`src/rtl/nnis_pkg.sv`:
```
// Shared types, constants and factor decoding for the nearest-neighbor image scaler.
`timescale 1ns / 1ps
`default_nettype none

package nnis_pkg;

  // Defaults for the top-level parameters
  localparam int DEF_MAX_DIM  = 2048;
  localparam int DEF_MAX_UP   = 4;
  localparam int DEF_MAX_DOWN = 16;

  // Fixed field widths
  localparam int ADDR_W   = 26;
  localparam int PIX_W    = 8;
  localparam int FACT_W   = 5;
  localparam int DW_W     = 14;
  localparam int CFG_W    = 14;
  localparam int CFG_IDX_W = 3;
  // Common width for position compares, holds any dimension up to 8192
  localparam int CMP_W    = 14;

  // Job queue depth between front and back
  localparam int Q_DEPTH  = 4;

  typedef enum logic [CFG_IDX_W-1:0] {
    REG_SOURCE_WIDTH  = 3'd0,
    REG_WINDOW_X      = 3'd1,
    REG_WINDOW_Y      = 3'd2,
    REG_WINDOW_WIDTH  = 3'd3,
    REG_WINDOW_HEIGHT = 3'd4,
    REG_DEST_WIDTH    = 3'd5,
    REG_X_FACTOR      = 3'd6,
    REG_Y_FACTOR      = 3'd7
  } cfg_reg_e;

  // Decoded scale factor: up = replicate n times, else keep every n-th
  typedef struct packed {
    logic              up;
    logic [FACT_W-1:0] n;
  } factor_t;

  // One kept pixel handed from front to back
  typedef struct packed {
    logic [ADDR_W-1:0] base;
    logic [PIX_W-1:0]  value;
  } job_t;

  typedef struct packed {
    logic empty;
    logic full;
  } q_stat_t;

  function automatic factor_t decode_factor(logic [FACT_W-1:0] raw, int max_up,
                                            int max_down);
    factor_t f;
    logic [FACT_W-1:0] k;
    if (raw[FACT_W-1]) begin
      k = FACT_W'(6'd32 - {1'b0, raw});
      if (int'(k) > max_down) k = FACT_W'(max_down);
      f.up = 1'b0;
    end else begin
      k = (raw == '0) ? FACT_W'(1) : raw;
      if (int'(k) > max_up) k = FACT_W'(max_up);
      f.up = 1'b1;
    end
    f.n = k;
    return f;
  endfunction

endpackage

`default_nettype wire

```
`src/rtl/nnis_front.sv`:
```
// Front end: tracks source position, applies crop window and decimation, queues kept pixels.
`timescale 1ns / 1ps
`default_nettype none

module nnis_front import nnis_pkg::*; #(
  parameter int MAX_DIM  = DEF_MAX_DIM,
  parameter int MAX_UP   = DEF_MAX_UP,
  parameter int MAX_DOWN = DEF_MAX_DOWN
) (
  input  wire logic              clk,
  input  wire logic              rst_n,
  input  wire logic              in_acc,
  input  wire logic [PIX_W-1:0]  pixel_value,
  input  wire logic              frame_start,
  input  wire logic [11:0]       source_width,
  input  wire logic [10:0]       window_x,
  input  wire logic [10:0]       window_y,
  input  wire logic [11:0]       window_width,
  input  wire logic [11:0]       window_height,
  input  wire logic [DW_W-1:0]   dest_width,
  input  wire logic [FACT_W-1:0] x_factor,
  input  wire logic [FACT_W-1:0] y_factor,
  output logic                   push,
  output job_t                   push_job
);

  localparam int CW  = $clog2(MAX_DIM);
  localparam int PW  = (MAX_DOWN > 1) ? $clog2(MAX_DOWN) : 1;
  localparam int DCW = $clog2(MAX_DIM * MAX_UP) + 1;
  localparam int YSW = FACT_W + DW_W;

  logic [CW-1:0]     col_r, col_nxt, row_r, row_nxt;
  logic [PW-1:0]     cph_r, cph_nxt, rph_r, rph_nxt;
  logic [DCW-1:0]    dcol_r, dcol_nxt;
  logic [ADDR_W-1:0] drb_r, drb_nxt;

  factor_t           xf, yf;
  logic [CMP_W-1:0]  sw, colx, rowx, wx, wy;
  logic [CW-1:0]     col, row;
  logic [PW-1:0]     cph, rph;
  logic [DCW-1:0]    dcol;
  logic [ADDR_W-1:0] drb;
  logic              col_in, row_in, keep;
  logic [YSW-1:0]    ystep;

  always_comb begin
    xf = decode_factor(x_factor, MAX_UP, MAX_DOWN);
    yf = decode_factor(y_factor, MAX_UP, MAX_DOWN);

    sw = CMP_W'(source_width);
    if (sw == '0) sw = CMP_W'(1);
    if (sw > CMP_W'(MAX_DIM)) sw = CMP_W'(MAX_DIM);

    // Frame start restarts all counters before this pixel is classified
    col  = frame_start ? '0 : col_r;
    row  = frame_start ? '0 : row_r;
    cph  = frame_start ? '0 : cph_r;
    rph  = frame_start ? '0 : rph_r;
    dcol = frame_start ? '0 : dcol_r;
    drb  = frame_start ? '0 : drb_r;

    colx = CMP_W'(col);
    rowx = CMP_W'(row);
    wx   = CMP_W'(window_x);
    wy   = CMP_W'(window_y);
    col_in = (colx >= wx) && ((colx - wx) < CMP_W'(window_width));
    row_in = (rowx >= wy) && ((rowx - wy) < CMP_W'(window_height));

    keep = col_in && row_in && (xf.up || cph == '0) && (yf.up || rph == '0);
    push = in_acc && keep;
    push_job.base  = drb + ADDR_W'(dcol);
    push_job.value = pixel_value;

    ystep = YSW'(yf.n) * YSW'(dest_width);

    col_nxt  = col;
    row_nxt  = row;
    cph_nxt  = cph;
    rph_nxt  = rph;
    dcol_nxt = dcol;
    drb_nxt  = drb;

    if (col_in && row_in) begin
      if (xf.up) begin
        dcol_nxt = dcol + DCW'(xf.n);
      end else begin
        if (cph == '0) dcol_nxt = dcol + DCW'(1);
        cph_nxt = (CMP_W'(cph) + CMP_W'(1) >= CMP_W'(xf.n)) ? '0 : cph + PW'(1);
      end
    end

    // End of source line: wrap the column side, advance the destination row
    if (colx + CMP_W'(1) >= sw) begin
      col_nxt  = '0;
      cph_nxt  = '0;
      dcol_nxt = '0;
      if (row_in) begin
        if (yf.up) begin
          drb_nxt = drb + ADDR_W'(ystep);
        end else begin
          if (rph == '0) drb_nxt = drb + ADDR_W'(dest_width);
          rph_nxt = (CMP_W'(rph) + CMP_W'(1) >= CMP_W'(yf.n)) ? '0 : rph + PW'(1);
        end
      end
      if (rowx + CMP_W'(1) >= CMP_W'(MAX_DIM)) begin
        row_nxt = '0;
        rph_nxt = '0;
        drb_nxt = '0;
      end else begin
        row_nxt = row + CW'(1);
      end
    end else begin
      col_nxt = col + CW'(1);
    end
  end

  always_ff @(posedge clk) begin
    if (!rst_n) begin
      col_r  <= '0;
      row_r  <= '0;
      cph_r  <= '0;
      rph_r  <= '0;
      dcol_r <= '0;
      drb_r  <= '0;
    end else if (in_acc) begin
      col_r  <= col_nxt;
      row_r  <= row_nxt;
      cph_r  <= cph_nxt;
      rph_r  <= rph_nxt;
      dcol_r <= dcol_nxt;
      drb_r  <= drb_nxt;
    end
  end

endmodule

`default_nettype wire

```
`src/rtl/nnis_queue.sv`:
```
// Short job queue that decouples the front end from the result generator.
`timescale 1ns / 1ps
`default_nettype none

module nnis_queue import nnis_pkg::*; (
  input  wire logic clk,
  input  wire logic rst_n,
  input  wire logic push,
  input  wire job_t push_job,
  input  wire logic pop,
  output job_t      head,
  output q_stat_t   stat
);

  localparam int PTR_W = $clog2(Q_DEPTH);
  localparam int CNT_W = $clog2(Q_DEPTH + 1);

  job_t             mem_r [Q_DEPTH];
  logic [PTR_W-1:0] wr_r, wr_nxt, rd_r, rd_nxt;
  logic [CNT_W-1:0] cnt_r, cnt_nxt;

  always_comb begin
    stat.empty = (cnt_r == '0);
    stat.full  = (cnt_r == CNT_W'(Q_DEPTH));
    head       = mem_r[rd_r];
    wr_nxt     = (wr_r == PTR_W'(Q_DEPTH - 1)) ? '0 : wr_r + PTR_W'(1);
    rd_nxt     = (rd_r == PTR_W'(Q_DEPTH - 1)) ? '0 : rd_r + PTR_W'(1);
    cnt_nxt    = cnt_r + CNT_W'(push) - CNT_W'(pop);
  end

  always_ff @(posedge clk) begin
    if (push) mem_r[wr_r] <= push_job;
  end

  always_ff @(posedge clk) begin
    if (!rst_n) begin
      wr_r  <= '0;
      rd_r  <= '0;
      cnt_r <= '0;
    end else begin
      if (push) wr_r <= wr_nxt;
      if (pop)  rd_r <= rd_nxt;
      cnt_r <= cnt_nxt;
    end
  end

  a_no_overflow: assert property (@(posedge clk) disable iff (!rst_n)
    push |-> (!stat.full || pop))
    else $error("job queue overflow");

  a_no_underflow: assert property (@(posedge clk) disable iff (!rst_n)
    pop |-> !stat.empty)
    else $error("job queue underflow");

endmodule

`default_nettype wire

```
`src/rtl/nnis_back.sv`:
```
// Back end: expands each queued pixel into its replicated results behind an output register.
`timescale 1ns / 1ps
`default_nettype none

module nnis_back import nnis_pkg::*; #(
  parameter int MAX_UP   = DEF_MAX_UP,
  parameter int MAX_DOWN = DEF_MAX_DOWN
) (
  input  wire logic              clk,
  input  wire logic              rst_n,
  input  wire logic [DW_W-1:0]   dest_width,
  input  wire logic [FACT_W-1:0] x_factor,
  input  wire logic [FACT_W-1:0] y_factor,
  input  wire job_t              head,
  input  wire q_stat_t           stat,
  output logic                   pop,
  output logic                   res_valid,
  input  wire logic              res_ready,
  output logic [ADDR_W-1:0]      res_addr,
  output logic [PIX_W-1:0]       res_value,
  output logic                   res_last
);

  localparam int AW = (MAX_UP > 1) ? $clog2(MAX_UP) : 1;

  factor_t           xf, yf;
  logic [AW-1:0]     nx_m1, ny_m1;
  logic              load, emit, cur_last, need_job;

  logic              job_v_r, job_v_nxt;
  logic [ADDR_W-1:0] row_addr_r, row_addr_nxt;
  logic [PIX_W-1:0]  val_r, val_nxt;
  logic [AW-1:0]     a_r, a_nxt, b_r, b_nxt;

  logic              out_v_r, out_v_nxt;
  logic [ADDR_W-1:0] out_addr_r;
  logic [PIX_W-1:0]  out_val_r;
  logic              out_last_r;

  always_comb begin
    xf = decode_factor(x_factor, MAX_UP, MAX_DOWN);
    yf = decode_factor(y_factor, MAX_UP, MAX_DOWN);
    nx_m1 = xf.up ? AW'(xf.n - FACT_W'(1)) : '0;
    ny_m1 = yf.up ? AW'(yf.n - FACT_W'(1)) : '0;

    load     = !out_v_r || res_ready;
    emit     = load && job_v_r;
    cur_last = (a_r == nx_m1) && (b_r == ny_m1);
    need_job = !job_v_r || (emit && cur_last);
    pop      = need_job && !stat.empty;

    out_v_nxt = emit ? 1'b1 : (load ? 1'b0 : out_v_r);

    job_v_nxt    = job_v_r;
    row_addr_nxt = row_addr_r;
    val_nxt      = val_r;
    a_nxt        = a_r;
    b_nxt        = b_r;
    if (pop) begin
      job_v_nxt    = 1'b1;
      row_addr_nxt = head.base;
      val_nxt      = head.value;
      a_nxt        = '0;
      b_nxt        = '0;
    end else if (emit && cur_last) begin
      job_v_nxt = 1'b0;
    end else if (emit) begin
      if (a_r == nx_m1) begin
        a_nxt        = '0;
        b_nxt        = b_r + AW'(1);
        row_addr_nxt = row_addr_r + ADDR_W'(dest_width);
      end else begin
        a_nxt = a_r + AW'(1);
      end
    end
  end

  always_ff @(posedge clk) begin
    if (!rst_n) begin
      job_v_r <= 1'b0;
      out_v_r <= 1'b0;
    end else begin
      job_v_r <= job_v_nxt;
      out_v_r <= out_v_nxt;
    end
  end

  always_ff @(posedge clk) begin
    row_addr_r <= row_addr_nxt;
    val_r      <= val_nxt;
    a_r        <= a_nxt;
    b_r        <= b_nxt;
    if (emit) begin
      out_addr_r <= row_addr_r + ADDR_W'(a_r);
      out_val_r  <= val_r;
      out_last_r <= cur_last;
    end
  end

  assign res_valid = out_v_r;
  assign res_addr  = out_addr_r;
  assign res_value = out_val_r;
  assign res_last  = out_last_r;

  a_col_bound: assert property (@(posedge clk) disable iff (!rst_n)
    job_v_r |-> (a_r <= nx_m1 && b_r <= ny_m1))
    else $error("replication counter out of range");

  a_last_frees_job: assert property (@(posedge clk) disable iff (!rst_n)
    (emit && cur_last && stat.empty) |=> !job_v_r)
    else $error("job still active after its last result");

endmodule

`default_nettype wire

```
`src/rtl/nearest_neighbor_image_scaler.sv`:
```
// Top level: configuration registers, front end, job queue and result generator.
// A kept pixel passes the job queue, job register and output register before its first result shows.
// Throughput: one result per cycle from the back end while jobs are queued and out_tready is high;
//   an input transfer per cycle while the job queue has room. Each kept pixel yields x-count
//   times y-count results, one address each; dropped pixels yield none.
// Reset (rst_n, synchronous, active low): registers return to full 2048 frame, factor 1;
//   position counters, job queue and output register clear.
`timescale 1ns / 1ps
`default_nettype none

module nearest_neighbor_image_scaler import nnis_pkg::*; #(
  parameter int MAX_DIM  = DEF_MAX_DIM,
  parameter int MAX_UP   = DEF_MAX_UP,
  parameter int MAX_DOWN = DEF_MAX_DOWN
) (
  input  wire logic                 clk,
  input  wire logic                 rst_n,
  // Source pixel stream
  input  wire logic                 in_tvalid,
  output logic                      in_tready,
  input  wire logic [7:0]           in_tdata,   // [7:0] pixel_value
  input  wire logic                 in_tuser,   // [0] frame_start
  // Result stream
  output logic                      out_tvalid,
  input  wire logic                 out_tready,
  output logic [39:0]               out_tdata,  // [25:0] dest_address, [33:26] out_value, zero pad
  output logic                      out_tlast,  // last result of one source pixel
  // Configuration writes
  input  wire logic                 cfg_we,
  input  wire logic [CFG_IDX_W-1:0] cfg_index,
  input  wire logic [CFG_W-1:0]     cfg_data
);

  // Configuration registers, to be written only while the pipeline is idle; the block does not enforce this
  logic [11:0]       source_width_r;
  logic [10:0]       window_x_r;
  logic [10:0]       window_y_r;
  logic [11:0]       window_width_r;
  logic [11:0]       window_height_r;
  logic [DW_W-1:0]   dest_width_r;
  logic [FACT_W-1:0] x_factor_r;
  logic [FACT_W-1:0] y_factor_r;

  always_ff @(posedge clk) begin
    if (!rst_n) begin
      source_width_r  <= 12'd2048;
      window_x_r      <= '0;
      window_y_r      <= '0;
      window_width_r  <= 12'd2048;
      window_height_r <= 12'd2048;
      dest_width_r    <= 14'd2048;
      x_factor_r      <= 5'd1;
      y_factor_r      <= 5'd1;
    end else if (cfg_we) begin
      case (cfg_reg_e'(cfg_index))
        REG_SOURCE_WIDTH:  source_width_r  <= cfg_data[11:0];
        REG_WINDOW_X:      window_x_r      <= cfg_data[10:0];
        REG_WINDOW_Y:      window_y_r      <= cfg_data[10:0];
        REG_WINDOW_WIDTH:  window_width_r  <= cfg_data[11:0];
        REG_WINDOW_HEIGHT: window_height_r <= cfg_data[11:0];
        REG_DEST_WIDTH:    dest_width_r    <= cfg_data[DW_W-1:0];
        REG_X_FACTOR:      x_factor_r      <= cfg_data[FACT_W-1:0];
        REG_Y_FACTOR:      y_factor_r      <= cfg_data[FACT_W-1:0];
        default: ;
      endcase
    end
  end

  // Front end takes a pixel whenever the job queue has room
  logic    in_acc, push, pop;
  job_t    push_job, head;
  q_stat_t q_stat;

  assign in_tready = !q_stat.full;
  assign in_acc    = in_tvalid && in_tready;

  nnis_front #(
    .MAX_DIM  (MAX_DIM),
    .MAX_UP   (MAX_UP),
    .MAX_DOWN (MAX_DOWN)
  ) u_front (
    .clk           (clk),
    .rst_n         (rst_n),
    .in_acc        (in_acc),
    .pixel_value   (in_tdata),
    .frame_start   (in_tuser),
    .source_width  (source_width_r),
    .window_x      (window_x_r),
    .window_y      (window_y_r),
    .window_width  (window_width_r),
    .window_height (window_height_r),
    .dest_width    (dest_width_r),
    .x_factor      (x_factor_r),
    .y_factor      (y_factor_r),
    .push          (push),
    .push_job      (push_job)
  );

  // Hold kept pixels here so the front end keeps going while results drain
  nnis_queue u_queue (
    .clk      (clk),
    .rst_n    (rst_n),
    .push     (push),
    .push_job (push_job),
    .pop      (pop),
    .head     (head),
    .stat     (q_stat)
  );

  logic [ADDR_W-1:0] res_addr;
  logic [PIX_W-1:0]  res_value;

  // Back end expands each job and drives the output register
  nnis_back #(
    .MAX_UP   (MAX_UP),
    .MAX_DOWN (MAX_DOWN)
  ) u_back (
    .clk        (clk),
    .rst_n      (rst_n),
    .dest_width (dest_width_r),
    .x_factor   (x_factor_r),
    .y_factor   (y_factor_r),
    .head       (head),
    .stat       (q_stat),
    .pop        (pop),
    .res_valid  (out_tvalid),
    .res_ready  (out_tready),
    .res_addr   (res_addr),
    .res_value  (res_value),
    .res_last   (out_tlast)
  );

  assign out_tdata = {6'd0, res_value, res_addr};

endmodule

`default_nettype wire

```
`config.mk`:
```
export PLATFORM = sky130hd
export DESIGN_NAME = nearest_neighbor_image_scaler
export DESIGN_NICKNAME = d
export VERILOG_FILES = /design/src/rtl/nnis_pkg.sv /design/src/rtl/nnis_front.sv /design/src/rtl/nnis_queue.sv /design/src/rtl/nnis_back.sv /design/src/rtl/nearest_neighbor_image_scaler.sv
export SDC_FILE = /design/constraint.sdc
export NUM_CORES = 1
export LEC_CHECK = 0
export ABC_AREA = 1
export BUFFER_PORTS_ARGS = -buffer_cell sky130_fd_sc_hd__clkbuf_2
export CAP_MARGIN = 20
export CORE_UTILIZATION = 25
export DETAILED_ROUTE_END_ITERATION = 16
export GPL_ROUTABILITY_DRIVEN = 0
export HOLD_SLACK_MARGIN = 0.02
export SYNTH_ARGS = -nofsm -noshare
export SYNTH_HDL_FRONTEND = slang
export SYNTH_SLANG_ARGS = --single-unit
```
`constraint.sdc`:
```
create_clock -name clk -period 12 [get_ports clk]
set_input_delay 3 -clock clk [delete_from_list [all_inputs] [get_ports clk]]
set_output_delay 3 -clock clk [all_outputs]
set_load 0.01 [all_outputs]
```
# Word-level counts from Yosys, hierarchy flattened
# Memory sizes are Yosys's and may differ from the RTL's. A register that Yosys moved wholly into a read port is not among the register bits.
# Index checks and enable logic that the tools add are counted.
# W data, S select, Z words.
# word_totals
ff_bits	234
ramBits	136
input_bits	31
elab_cells	179
mem_count	1
# mem_list
memory	words	word_bits	read_ports	rd_clocked_by_memory_dff	write_ports	line_no	rtl
u_queue.mem_r	4	34	1	1	1	nnis_queue.sv:18	job_t mem_r [Q_DEPTH];
# op_classes
n_addsub	27
mul	1
order_cmp	13
n_eq_ne	13
muxes	56
bitwise	1
reduce_logical	41
# op_table
operator	n
$mux W26	10
$add A26 B14 Y26	3
$mux W14	5
$mux W11	5
$mux W4	11
$mux W5	8
$lt A14 B12 Y1	2
$add A26 B19 Y26	1
$add A26 B2 Y26	1
$add A11 B1 Y12 const B	2
$mux W12	2
$sub A11 B11 Y12	2
$add A11 B1 Y11 const B	2
$ge A11 B11 Y1	2
$mul A5 B14 Y19	1
$reduce_and A2 Y1	9
$eq A3 B3 Y1 const B	5
$add A14 B1 Y14 const B	1
$add A14 B5 Y14	1
$ge A14 B12 Y1	1
$ge A14 B12 Y1 const B	1
$mux W2	7
$gt A12 B12 Y1 const B	1
$logic_not A12 Y1	1
25 further kinds	68

# Depth between registers and ports, before layout
# Gate-level depths: netlist (run 1).
# depth
ltp_word	14
ltp_mapped	35
ltp_nobuf	35

# Cells and area by module
# A second synthesis (run 1) with hierarchy kept.
# unflattened
hier_cells	3624
hier_area_um2	26879.5
# modules_own_cells
module	n_inst	cells_each	area_per_inst_um2	seq_area_each_um2
nnis_front	1	2187	13082.5	1401.3
nnis_queue	1	456	5940.7	4264.1
nnis_back	1	502	4556.9	2192.1
nearest_neighbor_image_scaler	1	479	3299.4	1641.6

# Worst setup path after synthesis (run 1)
# Ideal clock, no wire load.
# synth_timing
path_kind	input port to flip-flop
start	input port in_tuser
end	memory u_queue.mem_r[0][0] in the netlist's numbering (enable)
arrival_time_ns	7.596
required_time_ns	11.575
setup_slack_ns	3.979
cell_stages	23
path_cell_list	buf_6 > buf_6 > buf_2 > buf_1 > nor2_1 > inv_1 > ha_1 > inv_1 > fa_1 > nand2_1 > nand2_1 > a21oi_1 > o21ai_0 > xor2_1 > ha_1 > nand2_1 > o21a_1 > nand2_1 > nor2_1 > nand2_1 > nor2_4 > nand2_1 > nor2_1
# synth_via
elab_chain_cells	10
word_cells_on_any_way	22
cone_classes	add/sub (2); order compare (4); mux (6); reduce/logical (10)
# synth_rtl
item	line_no	rtl
start: declaration	nearest_neighbor_image_scaler.sv:22	input wire logic in_tuser,
$mux W11 (on tied branches)	nnis_front.sv:55, nnis_front.sv:56	
$sub A11 B11 Y12 (on tied branches)	nnis_front.sv:66, nnis_front.sv:67	
$lt A14 B12 Y1 (on tied branches)	nnis_front.sv:66, nnis_front.sv:67	
$logic_and A1 B1 Y1 (on tied branches)	nnis_front.sv:66, nnis_front.sv:67	
$logic_and A1 B1 Y1 (2 in series)	nnis_front.sv:69	keep = col_in && row_in && (xf.up || cph == '0) && (yf.up || rph == '0);
$logic_and A1 B1 Y1 *	nnis_front.sv:69	
$logic_and A1 B1 Y1 *	nnis_front.sv:70	push = in_acc && keep;
$mux W1 *	nnis_queue.sv:32	if (push) mem_r[wr_r] <= push_job;
$mux W1 (implied by the code) *	nnis_queue.sv:32	
end: declaration	nnis_queue.sv:18	
# Every way passes the cells marked *; elsewhere a longest branch is shown, timed or not.

# Worst setup path after layout (run 1)
# layout_timing
start	input port in_tuser
end	memory u_queue.mem_r[1][12] in the netlist's numbering (enable)
# Same word-level chain as after synthesis.

==> results.ini, run 1 <==
[outcome]
status = complete, no violations

[route]
drtIter0Drc = 1698
firstDrtPassIters = 6
ant_nets = 0
routed_wl_um = 70130
drc = 0
via_per_inst = 4.707
post_drt_wl_per_cell_um = 15.55
routed-via-count = 21234

[synthesis]
synthTopCellsByArea = edfxtp_1 (25%), dfxtp_1 (13%), nand2_1 (11%), ha_1 (8.3%), inv_1 (6.1%)
synthCells = 3171
netlist_area_um2 = 24850
synthArstFlopShare = 0
avgSynthCellArea_um2 = 7.837
yosysTopAreaCell = edfxtp_1
ys_ff_latch = 372
yosysWarnings = 0
ys_top_cells_by_count = nand2_1 (726), inv_1 (407), a21oi_1 (294), nor2_1 (287), o21ai_0 (213)
synth_cell_types = 56
ys_seq_area_frac = 0.3822
synth_edf_count = 205
synth.top_cell.area_share = 0.2477
synth_most_common_cell = nand2_1
ys.flop_type = edfxtp_1

[worst_setup_path]
crit_buf_inv = 5
crit_family = simple AND/OR/NAND/NOR gates
worstSetupStartpointType = primary input
path_cells = clkbuf_2 -> buf_4 -> inv_2 -> buf_4 -> nand2_1 -> ha_1 -> inv_1 -> fa_1 -> nand3_1 -> nand2_1 -> a21oi_1 -> xnor2_1 -> ha_1 -> nand2_1 -> nor2_1 -> nor3_1 -> nand2_1 -> nand2_1 -> nand4_2 -> nor2_4 -> nand2_1 -> nor2_4
cp-end-kind = flip-flop
slowest_stage = nor2_4
cp_max_fo = 37
r2r_slack_ps = 5830
worstPathRequired_ps = 12200
worstReg2RegEnd = u_front.drb_r[24]$_SDFFE_PN0P_
worstReg2RegStart = y_factor_r[4]$_SDFFE_PN0P_
reg2reg_depth = 28
worst_path_most_repeated_cell = nand2_1
arrival_ps = 8470
worst-setup-path-type = primary input to flip-flop
slowest_delay_ps = 940

[global_routing]
grt_antenna_before_repair = 1
overflow = 0
track_usage = 0.1375
grt_pass1_wl_um = 109800
first_global_vias = 20022
grt_max_degree = 74

[clock_tree]
cts_hold_buffers = 0
cts.sinks = 372
cts_resized = 0
cts_tree = yes
path_clk_slew_ps = 60
cts_buffers = 40
htree_levels = 2
ctsLongestPathBuffers = 3
clk_latency_ps = 580
root_buffer = clkbuf_16
cts_setup_buffers = 0

[hold_path]
min_path_cells = 0
holdPathEnd = u_back.res_value[1]$_DFFE_PP_
worstHoldStart = u_back.val_r[1]$_DFFE_PP_
hold_class = flip-flop to flip-flop

[sta]
rsz0062_at_grt = no
final-hold-violation-count = 0
fin_worst_skew_ps = 28.59
max_freq_ghz = 0.1209
finalWorstSetupSlack_ps = 3729
slew_violations = 0
fin_tns_setup_ps = 0
period_needed_ps = 8271
setup_viol = 0
slew_headroom = 0.2849
post-route-period-util = 0.6893
tightest_slew_ps = 1070

[power_and_ir_drop]
power_density_nw_per_um2 = 148.4
cellLeakagePower_nw = 11.71
peakVddDrop_v = 0.0001170

[die]
ios = 74
core_um2 = 98420
initial_core_util = 0.2525
die-area_um2 = 100700
die_h_um = 317.3
rows = 115
die_width_um = 317.3

[final_layout]
drive_gt1_frac = 0.06886
nets = 3450
area_growth_pct = 12.32
diodes = 0

[placement]
dp_slack_ps = 3064
dpl.hpwl_um = 50940
port_buffers = 67

[flow_run]
drv_cap = 0

[layer usage]
layer / global-route usage / vias to the layer above / part of all wire
met2: 0.2189 / 627 / 0.44
li1: - / 10504 / -
met3: 0.02413 / 109 / 0.068
met1: 0.1901 / 9994 / 0.46
met4: 0.03839 / 0 / 0.026
met5: 0 / - / 0
[sequential cells by signal, summed over array words and instances, names as in the netlist, 3 cells and up, named ones only]
signal	count
u_queue.cnt_r	3
u_back.res_value	8
window_x_r	11
u_front.col_r	11
u_front.cph_r	4
u_back.val_r	8
u_front.dcol_r	14
u_back.res_addr	26
u_front.rph_r	4
window_y_r	11
u_front.drb_r	26
u_back.row_addr_r	26
u_queue.mem_r	136
y_factor_r	5
source_width_r	12
dest_width_r	14
window_height_r	12
u_front.row_r	11
window_width_r	12
x_factor_r	5
[placed cells by master (no fill, tap or decap), types with 37 or more instances in the layout]
cell and count:
ha_1 164, dfxtp_1 166, nor2_1 282, nand2_1 725
xnor2_1 40, xor2_1 92, a21oi_1 294, o21ai_0 213
clkbuf_16 41, inv_1 406, nand4_1 37, fa_1 61
clkbuf_2 67, nand3_1 140, edfxtp_1 205
[cell type report]
class,instances,area [µm²]
multi-input combinational,2273,13310
fill,10673,70510
timing repair buffer,86,535.5
clock buffer,55,1149
clock inverter,17,229.0
tap,1287,1610
inverter,421,1580
sequential,372,9500
[through the flow]
step	std cells	hold WS, ps	utilization	total power [mW]	cell area (µm²)
2_1_floorplan	3176	400.3	-	2.508	24870
3_3_place_gp	4435	404.5	0.2687	2.842	26450
3_5_place_dp	4436	404.5	0.2689	2.862	26470
4_1_cts	4508	419.8	0.2829	4.180	27850
5_1_grt	4511	430.5	0.2836	4.391	27910
6_report	4511	418.7	0.2836	4.141	27910
[cells by family after synthesis]
group,count (synthesis),synth area share
AO/OA/AOI/OAI,626,0.1375
XOR/XNOR,133,0.04717
adder cells (fa/ha/maj),225,0.1317
buffers and inverters,531,0.08438
flip-flops,372,0.3822
other,1,0.0001509
AND/OR/NAND/NOR,1283,0.2169
[worst max path at each step]
stage	depth (start not counted)	end	slack [ps]	start
after floorplan	23	u_queue.mem_r[0][0]$_DFFE_PP_	3980	in_tuser
after global placement	22	u_queue.mem_r[3][26]$_DFFE_PP_	3130	in_tuser
after detailed placement	22	u_queue.mem_r[0][31]$_DFFE_PP_	3060	in_tuser
after CTS	22	u_queue.mem_r[0][4]$_DFFE_PP_	3670	in_tuser
after global routing	22	u_queue.mem_r[1][4]$_DFFE_PP_	3200	in_tuser
final	22	u_queue.mem_r[1][12]$_DFFE_PP_	3730	in_tuser
[where the power goes]
| group | internal, mW | switching (mW) |
|---|---|---|
| sequential | 1.58 | 0.117 |
| combinational | 0.361 | 0.775 |
| clock | 0.762 | 0.546 |
| total | 2.70 | 1.44 |
Note: power is estimated with default switching activity, not from simulation.
==> inputs of run 2 (changes only) <==
==> constraint.sdc (replaced) <==
create_clock -name clk -period 6.9 [get_ports clk]
set_input_delay 1.725 -clock clk [delete_from_list [all_inputs] [get_ports clk]]
set_output_delay 1.725 -clock clk [all_outputs]
set_load 0.01 [all_outputs]
==> run 2 against run 1 <==
Non-clock buffer count rose by 14. Global-route usage rose by 0.11 points. Core utilization rose by 0.10 points. First-iteration DRC count fell by 5.1%. Power rose by 74%. Setup slack got worse by 2900 ps. Worst hold slack improved by 8.1 ps.
==> results.ini, run 2 (synthesized netlist as in run 1, its figures left out) <==
[outcome]
status = complete, no violations  ; unchanged

[route]
post_drt_wl_per_cell_um = 15.48  ; was 15.55 µm
routed-via-count = 21145  ; was 21234
drc = 0  ; unchanged
routed_wl_um = 70130  ; about the same
ant_nets = 0  ; unchanged
firstDrtPassIters = 6  ; unchanged
drtIter0Drc = 1611  ; was 1698
via_per_inst = 4.669  ; was 4.707

[clock_tree]
cts_setup_buffers = 0  ; unchanged
ctsLongestPathBuffers = 3  ; unchanged
root_buffer = clkbuf_16  ; unchanged
clk_latency_ps = 580  ; about the same
cts_buffers = 41  ; was 40
cts_hold_buffers = 0  ; unchanged
htree_levels = 2  ; unchanged
path_clk_slew_ps = 70  ; was 60 ps
cts_resized = 0  ; unchanged
cts_tree = yes  ; unchanged
cts.sinks = 372  ; unchanged

[placement]
dpl.hpwl_um = 51220  ; was 50940 µm
dp_slack_ps = 554.3  ; was 3064 ps
port_buffers = 67  ; unchanged

[global_routing]
track_usage = 0.1387  ; was 0.1375
grt_util_met1 = 0.1976  ; was 0.1901
busiest_layer = met2  ; unchanged
overflow = 0  ; unchanged
grt.met2_usage = 0.2212  ; was 0.2189
grt_max_degree = 71  ; was 74
met3_usage = 0.02126  ; was 0.02413
grt_pass1_wl_um = 111300  ; was 109800 µm
first_global_vias = 20132  ; was 20022
grt_antenna_before_repair = 2  ; was 1

[sta]
fin_tns_setup_ps = 0  ; unchanged
final-hold-violation-count = 0  ; unchanged
fin_worst_skew_ps = 25.94  ; was 28.59 ps
finalWorstSetupSlack_ps = 838.6  ; was 3729 ps
slew_violations = 0  ; unchanged
rsz0062_at_grt = no  ; unchanged
max_freq_ghz = 0.1650
tightest_slew_ps = 952.3  ; was 1070 ps
setup_viol = 0  ; unchanged
period_needed_ps = 6061
slew_headroom = 0.3651  ; was 0.2849
post-route-period-util = 0.8785

[final_layout]
mostFrequentLayoutCells = nand2_1 (725), inv_1 (406), a21oi_1 (294), nor2_1 (282), o21ai_0 (213)  ; unchanged
final_common_cell = nand2_1  ; unchanged
largest_reg_flops = 136  ; unchanged
nets = 3465  ; was 3450
area_growth_pct = 12.72  ; was 12.32%
top_register = u_queue.mem_r  ; unchanged
nFillCells = 10611  ; was 10673
drive_gt1_frac = 0.07374  ; was 0.06886

[power_and_ir_drop]
pwr-share-seq = 0.410  ; about the same
cellLeakagePower_nw = 11.78  ; was 11.71 nW
total_power_mw = 7.222  ; was 4.141 mW
combPwrFrac = 0.275  ; was 0.274
power_density_nw_per_um2 = 257.8  ; was 148.4 nW/µm²
p_sw_mw = 2.528  ; was 1.437 mW
peakVddDrop_v = 0.0001619  ; was 0.0001170 V
p_clk_frac = 0.315  ; was 0.316
intPower_mw = 4.694  ; was 2.704 mW
p_sw_frac = 0.3501  ; was 0.3471

[worst_setup_path]
worstSetupStartpointType = flip-flop  ; was primary input
cp_max_fo = 9  ; was 37
slowest_delay_ps = 530  ; was 940 ps
slowest_stage = fa_1  ; was nor2_4
worstPathRequired_ps = 7320  ; was 12200 ps
arrival_ps = 6480  ; was 8470 ps
worst_path_most_repeated_cell = nand2_1  ; unchanged
cp-end-kind = flip-flop  ; unchanged
worst-setup-path-type = flip-flop to flip-flop  ; was primary input to flip-flop

[die]
die_width_um = 317.3  ; unchanged
core_um2 = 98420  ; unchanged
die-area_um2 = 100700  ; unchanged
die_h_um = 317.3  ; unchanged
rows = 115  ; unchanged
ios = 74  ; unchanged
initial_core_util = 0.2525  ; unchanged

[flow_run]
drv_cap = 0  ; unchanged

[hold_path]
hold_class = flip-flop to flip-flop  ; unchanged

[run 2: changes by cell type in the layout (fill, tap and decap cells not counted), moves of 2 or more]
cell,delta
buf_4,+15
clkinv_1,+2
clkinvlp_4,+2
clkbuf_1,-2
inv_6,+2
[run 2: per-layer routing]
layer | routed length [µm] | up-vias
met5 | 0 | -
met4 | 1173 | 0
met3 | 3970 | 80
met2 | 30690 | 564
met1 | 34300 | 9948
li1 | - | 10553
[run 2: final cells by class]
| type | instances | area (µm²) | area share |
|---|---|---|---|
| diodes | 1 | 2.502 | 0.00008933 |
| clock buffers | 53 | 1152 | 0.04113 |
| clock inverters | 22 | 237.7 | 0.008486 |
| inverters | 421 | 1580 | 0.05641 |
| multi-input cells | 2273 | 13310 | 0.4751 |
| flip-flops and latches | 372 | 9500 | 0.3391 |
| well taps | 1287 | 1610 | 0.05748 |
| repair buffers | 100 | 620.6 | 0.02215 |
[run 2: power by group through the flow]
stage / clock network, mW / registers [mW] / logic (mW)
4_1_cts: 2.34 / 2.96 / 2.00
3_5_place_dp: 0 / 3.01 / 1.99
6_report: 2.28 / 2.96 / 1.98
3_3_place_gp: 0 / 3.00 / 1.96
2_1_floorplan: 0 / 2.97 / 1.40
5_1_grt: 2.42 / 3.00 / 2.23
[run 2: through the flow]
step | cells | area [µm²] | hold slack (ps) | utilization
after floorplan | 3176 | 24870 | 400.3 | -
after global placement | 4453 | 26620 | 404.2 | 0.2705
after detailed placement | 4453 | 26620 | 415.5 | 0.2705
after CTS | 4528 | 28010 | 429.7 | 0.2846
after global routing | 4528 | 28010 | 432.5 | 0.2846
final | 4529 | 28010 | 426.8 | 0.2846
[run 2: path summary, 6_finish.rpt]
check                                   from                             end  slack (ps)  cells past startpoint
setup / recovery  y_factor_r[1]$_SDFFE_PN0P_  u_front.drb_r[19]$_SDFFE_PN0P_         840                     33
hold / removal     u_back.val_r[3]$_DFFE_PP_   u_back.res_value[3]$_DFFE_PP_         430                      0
setup reg to reg  y_factor_r[1]$_SDFFE_PN0P_  u_front.drb_r[19]$_SDFFE_PN0P_         840                     33
hold reg to reg    u_back.val_r[3]$_DFFE_PP_   u_back.res_value[3]$_DFFE_PP_         430                      0
[run 2: critical path, delay by kind of cell, from the launching register on]
| kind | cells | cell delay (ps) |
|---|---|---|
| simple gates | 13 | 1670 |
| compound gates | 6 | 810 |
| fa+ha+maj | 6 | 2240 |
| flops | 1 | 310 |
| buf+inv | 8 | 880 |
